<file path="config.mk">
export PLATFORM = sky130hd
export DESIGN_NAME = round_robin_channel_averager_core
export DESIGN_NICKNAME = d
export VERILOG_FILES = /design/src/rrca_pkg.sv /design/src/round_robin_channel_averager_core.sv /design/src/rrca_accum.sv /design/src/rrca_divide.sv
export SDC_FILE = /design/constraint.sdc
export NUM_CORES = 1
export LEC_CHECK = 0
export BUFFER_PORTS_ARGS = -buffer_cell sky130_fd_sc_hd__buf_4
export CORE_UTILIZATION = 35
export CTS_CLUSTER_DIAMETER = 100
export DETAILED_ROUTE_END_ITERATION = 10
export GPL_TIMING_DRIVEN = 1
export PLACE_DENSITY_LB_ADDON = 0.08
export RECOVER_POWER = 25
export SYNTH_ARGS = -nofsm -noshare
export SYNTH_HDL_FRONTEND = slang
export SYNTH_SLANG_ARGS = --single-unit
</file>
<file path="constraint.sdc">
create_clock -name clk -period 6.3 [get_ports clk]
set_input_delay 0.63 -clock clk [delete_from_list [all_inputs] [get_ports clk]]
set_output_delay 0.63 -clock clk [all_outputs]
set_load 0.03 [all_outputs]
</file>
<file path="src/rrca_pkg.sv">
// Shared types and constants for the round-robin channel averager.
package rrca_pkg;

	// Block geometry
	localparam int SAMPLES_PER_CHANNEL = 38;
	localparam int NUM_CHANNELS        = 6;

	// Field widths
	localparam int SAMPLE_W = 10;
	localparam int CH_W     = 3;
	localparam int CNT_W    = 6;
	localparam int SUM_W    = 16;

	// Divide by the block size as a multiply by a rounded-up reciprocal.
	// With DIV_SHIFT = SUM_W + CNT_W the result is exact for every sum.
	localparam int DIV_SHIFT = SUM_W + CNT_W;
	localparam int RECIP_W   = DIV_SHIFT + 1;
	localparam longint unsigned DIV_RECIP =
		((64'd1 << DIV_SHIFT) + SAMPLES_PER_CHANNEL - 1) / SAMPLES_PER_CHANNEL;
	localparam int PROD_W = SUM_W + RECIP_W;

	// Stream data widths
	localparam int IN_DATA_W  = 16;
	localparam int OUT_DATA_W = 16;

	// Completed block handed from the accumulator to the divider
	typedef struct packed {
		logic [SUM_W-1:0] sum;
		logic [CH_W-1:0]  finished_channel;
		logic [CH_W-1:0]  next_channel;
	} rrca_block_t;

endpackage

</file>
<file path="src/round_robin_channel_averager_core.sv">
// Top level of the round-robin channel averager.
//
// Takes one 10-bit sample per transaction from the channel currently selected
// and sums 38 samples per channel. The sample that completes a block produces
// one result transaction carrying the channel, the truncated mean and the
// select for the following samples; the select steps round-robin over six
// channels. One sample is taken every clock cycle while the output side keeps
// up; a block's result reaches the output through the input register, the sum
// register and the output register. Samples that do not complete a block give
// no output transaction.
module round_robin_channel_averager_core
	import rrca_pkg::*;
(
	input  logic                  clk,
	input  logic                  arst_n,
	input  logic                  s_axis_tvalid,
	output logic                  s_axis_tready,
	input  logic [IN_DATA_W-1:0]  s_axis_tdata,   // [9:0] sample
	output logic                  m_axis_tvalid,
	input  logic                  m_axis_tready,
	output logic [OUT_DATA_W-1:0] m_axis_tdata    // [2:0] finished_channel,
	                                              // [12:3] average,
	                                              // [15:13] next_channel
);

	logic        blk_valid;
	logic        blk_ready;
	rrca_block_t blk;

	// Accumulate samples and track the channel select
	rrca_accum u_accum (
		.clk       (clk),
		.arst_n    (arst_n),
		.in_valid  (s_axis_tvalid),
		.in_ready  (s_axis_tready),
		.in_sample (s_axis_tdata[SAMPLE_W-1:0]),
		.blk_valid (blk_valid),
		.blk_ready (blk_ready),
		.blk       (blk)
	);

	// Divide the block sum and present the result
	rrca_divide u_divide (
		.clk       (clk),
		.arst_n    (arst_n),
		.blk_valid (blk_valid),
		.blk_ready (blk_ready),
		.blk       (blk),
		.out_valid (m_axis_tvalid),
		.out_ready (m_axis_tready),
		.out_data  (m_axis_tdata)
	);

endmodule

</file>
<file path="src/rrca_accum.sv">
// Input and block registers, accumulator, sample counter and channel select.
module rrca_accum
	import rrca_pkg::*;
(
	input  logic                clk,
	input  logic                arst_n,
	input  logic                in_valid,
	output logic                in_ready,
	input  logic [SAMPLE_W-1:0] in_sample,
	output logic                blk_valid,
	input  logic                blk_ready,
	output rrca_block_t         blk
);

	logic                valid_s1;
	logic [SAMPLE_W-1:0] sample_s1;
	logic [CH_W-1:0]     channel_q;
	logic [CNT_W-1:0]    left_q;
	logic [SUM_W-1:0]    sum_q;
	logic                valid_s2;
	rrca_block_t         blk_s2;

	logic                s2_ready;
	logic                adv_s1;
	logic                done;
	logic [SUM_W-1:0]    sum_next;
	logic [CH_W:0]       chan_inc;
	logic [CH_W-1:0]     chan_next;

	// Handshake between stages
	assign s2_ready = !valid_s2 || blk_ready;
	assign adv_s1   = valid_s1 && s2_ready;
	assign in_ready = !valid_s1 || s2_ready;

	// Accumulate and pick the next channel
	assign sum_next  = sum_q + {{(SUM_W-SAMPLE_W){1'b0}}, sample_s1};
	assign done      = (left_q <= CNT_W'(1));
	assign chan_inc  = {1'b0, channel_q} + (CH_W+1)'(1);
	assign chan_next = (chan_inc >= (CH_W+1)'(NUM_CHANNELS)) ? '0 : chan_inc[CH_W-1:0];

	// Capture the incoming sample
	always_ff @(posedge clk or negedge arst_n) begin
		if (!arst_n) begin
			valid_s1 <= 1'b0;
		end else if (in_ready) begin
			valid_s1 <= in_valid;
		end
	end

	always_ff @(posedge clk) begin
		if (in_valid && in_ready) begin
			sample_s1 <= in_sample;
		end
	end

	// Advance the block state once per sample
	always_ff @(posedge clk or negedge arst_n) begin
		if (!arst_n) begin
			channel_q <= '0;
			left_q    <= CNT_W'(SAMPLES_PER_CHANNEL);
			sum_q     <= '0;
		end else if (adv_s1) begin
			if (done) begin
				channel_q <= chan_next;
				left_q    <= CNT_W'(SAMPLES_PER_CHANNEL);
				sum_q     <= '0;
			end else begin
				left_q <= left_q - CNT_W'(1);
				sum_q  <= sum_next;
			end
		end
	end

	// Hold a completed block until the divider takes it
	always_ff @(posedge clk or negedge arst_n) begin
		if (!arst_n) begin
			valid_s2 <= 1'b0;
		end else if (s2_ready) begin
			valid_s2 <= adv_s1 && done;
		end
	end

	always_ff @(posedge clk) begin
		if (adv_s1 && done && s2_ready) begin
			blk_s2.sum              <= sum_next;
			blk_s2.finished_channel <= channel_q;
			blk_s2.next_channel     <= chan_next;
		end
	end

	assign blk_valid = valid_s2;
	assign blk       = blk_s2;

endmodule

</file>
<file path="src/rrca_divide.sv">
// Reciprocal-multiply divider and output register for completed blocks.
module rrca_divide
	import rrca_pkg::*;
(
	input  logic                  clk,
	input  logic                  arst_n,
	input  logic                  blk_valid,
	output logic                  blk_ready,
	input  rrca_block_t           blk,
	output logic                  out_valid,
	input  logic                  out_ready,
	output logic [OUT_DATA_W-1:0] out_data
);

	logic [PROD_W-1:0]   prod;
	logic [SAMPLE_W-1:0] mean;
	logic                tvalid_q;
	logic [CH_W-1:0]     finished_q;
	logic [SAMPLE_W-1:0] mean_q;
	logic [CH_W-1:0]     next_q;

	// Truncated mean: sum times reciprocal, then drop the fraction bits
	assign prod = {{RECIP_W{1'b0}}, blk.sum} * PROD_W'(DIV_RECIP);
	assign mean = prod[DIV_SHIFT +: SAMPLE_W];

	assign blk_ready = !tvalid_q || out_ready;

	// Hold the result until the transaction completes
	always_ff @(posedge clk or negedge arst_n) begin
		if (!arst_n) begin
			tvalid_q <= 1'b0;
		end else if (blk_ready) begin
			tvalid_q <= blk_valid;
		end
	end

	always_ff @(posedge clk) begin
		if (blk_valid && blk_ready) begin
			finished_q <= blk.finished_channel;
			mean_q     <= mean;
			next_q     <= blk.next_channel;
		end
	end

	assign out_valid = tvalid_q;
	assign out_data  = {next_q, mean_q, finished_q};

endmodule

</file>
==> run metrics <==
run status=finished, violations left; failing checks=DRC, capacitance limit, slew limit; HP Start=u_accum.blk[2]$_DFFE_PP_; met2 usage=23.3%; Top Ports=38; setup ws final=0.402 ns; layout cells sized above 1=9.79%; design area=8860 um^2; crit path from=u_accum.blk[13]$_DFFE_PP_; Routability Congestion=0.789; H-tree depth=3; Seq/Total Area, Yosys=27.2%; Worst-Margin Slew=1.67 ns; CP arrival=5.98 ns; # DRC=2; crit-path max FO=7; DP Worst Slack=0.350 ns; 1st-iter DRT viols=146; first-pass GRT wire length=25200 um; largest net degree at the start of global routing=29; number of buffers created by CTS=9; RSZ-0062 raised after global routing=no; grt ovf=0; Fmax achieved=0.170 GHz; cell count after synthesis=698; synth unique cells=57; post-cts sizing count=0; Syn Area/Cell=11.3 um^2; Worst EP required=6.38 ns; die area=23200 um^2; ANT nets after route=0; number of buffers added on ports=31; R2R cell count=18; Leakage Power=4.28 nW; FFs w/ async S/R, synth=36.8%; Final nets=999; Crit Path Class=flip-flop to flip-flop; Reg2Reg Capture Point=u_divide.mean_q[9]$_DFFE_PP_; Final Max Tran Viols=29; core area=22000 um^2; Yosys Warn Count=0; GR peak layer=met2; CTS tree=yes; # diodes=0; Area Growth Syn to Fin=12.2%; dpl hpwl=13000 um; most frequent cell after synthesis=inv_1; Post CTS Setup Buffer Count=0; Tot GR Track Use=13.9%; source of the worst register-to-register timing path=u_accum.blk[13]$_DFFE_PP_; initial antenna violation count=0; Max Clock Skew=0.0113 ns; Hold Path Sink=u_divide.next_q[2]$_DFFE_PP_; TNS Setup=0 ns; count of final hold-check violations=0; synthesized area=7890 um^2; Starting Density=35.9%; Clock Sinks=76; hold depth=0; area share of the largest cell type after synthesis=23.8%; synth cell count leaders=170 x inv_1, 144 x ha_1, 94 x fa_1; final setup violation count=0; Clock Latency Late Sink=0.34 ns; Max clock buf depth=2; EDFF count, synth=48; top post-synthesis cells by area=fa_1 24%, ha_1 23%, edfxtp_1 18%, inv_1 8.1%, dfrtp_1 7.9%; Power Density=370 nW/um^2; CTS root buf=clkbuf_16; final wirelength=15300 um; Initial DRT Pass Iterations=7; Post-DP Area=8490 um^2; fillers=2074; vias per cell=4.65; met1 Usage GRT=18.5%; Primary FF master, synth=edfxtp_1; Reg2Reg Setup Slack=0.40 ns; VDD IR-drop max=0.000184 V; Clock Pin Slew Worst Setup and Hold Paths=0.06 ns; Hold Buf Count CTS=0; post-layout min period=5.90 ns; crit end category=flip-flop; post-layout util=40.3%; power consumption=0.00328 W; vias in the first global route=5133; Seq cells post-synth=76; CP Launch Type=flip-flop; Hold Path Class=flip-flop to flip-flop; GR Util met3=2.30%; syn nets=956; Tcrit/Tclk final=93.6%; Rel. slew slack=-11.5%; WL/cell=14.9 um; die height=152 um; chip width=152 um; Site Rows=54; Synth area leader=fa_1; via count=4771; max capacitance violation total=1
registers in the layout, indices dropped and copies added, names as in the netlist:
name,flops
u_accum.channel_q,3
u_divide.next_q,3
u_accum.valid_s1,1
u_accum.blk_valid,1
u_accum.blk,22
u_accum.sample_s1,10
u_accum.sum_q,16
u_divide.finished_q,3
u_divide.out_valid,1
u_accum.left_q,6
u_divide.mean_q,10
logic make-up (layout without fill, tap and decap cells):
group	count (synthesis)	after routing	synth area share (%)
xor gates and xnor gates	27	27	3.00
AOI/OAI and AO/OA	86	86	8.09
muxes	5	5	0.682
and+or+nand+nor	93	93	6.15
adders and majority gates	238	238	46.7
buffers and inverters	173	221	8.23
DFF	76	76	27.2
cells in the final DEF (no fill, tap or decap), drive strengths merged, types with 10 or more instances in the layout:
| master | Yosys | layout |
|---|---|---|
| fa | 94 | 94 |
| clkbuf | 3 | 20 |
| nor2 | 16 | 16 |
| inv | 170 | 170 |
| edfxtp | 48 | 48 |
| o21ai | 18 | 18 |
| a21oi | 22 | 22 |
| xor2 | 10 | 10 |
| dfrtp | 25 | 25 |
| buf | 0 | 25 |
| xnor2 | 17 | 17 |
| nand2 | 33 | 33 |
| ha | 144 | 144 |
through the flow:
stage,hold WS (ns),cells
after floorplan,0.334,698
after global placement,0.408,1010
after detailed placement,0.410,1010
after CTS,0.224,1026
after global routing,0.436,1026
final,0.423,1026
cell type report:
cell class / instances / area [um^2] / share of cell area (%)
multi-input combinational: 449 / 5100 / 57.6
tap: 280 / 350 / 3.96
timing repair buffer: 35 / 259 / 2.92
inverter: 170 / 638 / 7.20
clock inverter: 6 / 138 / 1.55
sequential: 76 / 2150 / 24.2
clock buffer: 10 / 229 / 2.59
power by group:
group | internal [W] | switching, W | total (W) | leakage (nW)
logic | 0.000809 | 0.00105 | 0.00186 | 3.34
registers | 0.000700 | 0.0000776 | 0.000778 | 0.766
clock network | 0.000429 | 0.000209 | 0.000638 | 0.177
metal layers:
| layer | up-vias | part of all wire (%) |
|---|---|---|
| li1 | 2385 | - |
| met3 | 9 | 2.1 |
| met2 | 38 | 47 |
| met4 | 0 | 1.2 |
| met5 | - | 0 |
| met1 | 2339 | 49 |
critical path: stages, from the launching register on:
cell and delay (ns):
edfxtp_1 0.61, ha_1 0.45, inv_1 0.08, fa_1 0.55, inv_1 0.06, fa_1 0.47, fa_1 0.53, fa_1 0.54
inv_1 0.05, fa_1 0.58, inv_1 0.05, ha_1 0.28, nand2_1 0.10, o21bai_1 0.15, a21oi_1 0.10, o31ai_2 0.46
nor2_1 0.12, o31a_1 0.33, xnor2_1 0.12
worst max-delay path by stage:
stage,end,slack (ns),depth (start not counted)
after floorplan,u_divide.mean_q[5]$_DFFE_PP_,0.70,18
after global placement,u_divide.mean_q[5]$_DFFE_PP_,0.39,18
after detailed placement,u_divide.mean_q[5]$_DFFE_PP_,0.35,18
after CTS,u_divide.mean_q[5]$_DFFE_PP_,0.35,18
after global routing,u_divide.mean_q[5]$_DFFE_PP_,0.15,18
final,u_divide.mean_q[9]$_DFFE_PP_,0.40,18
Power figures use the tool's default switching activity.
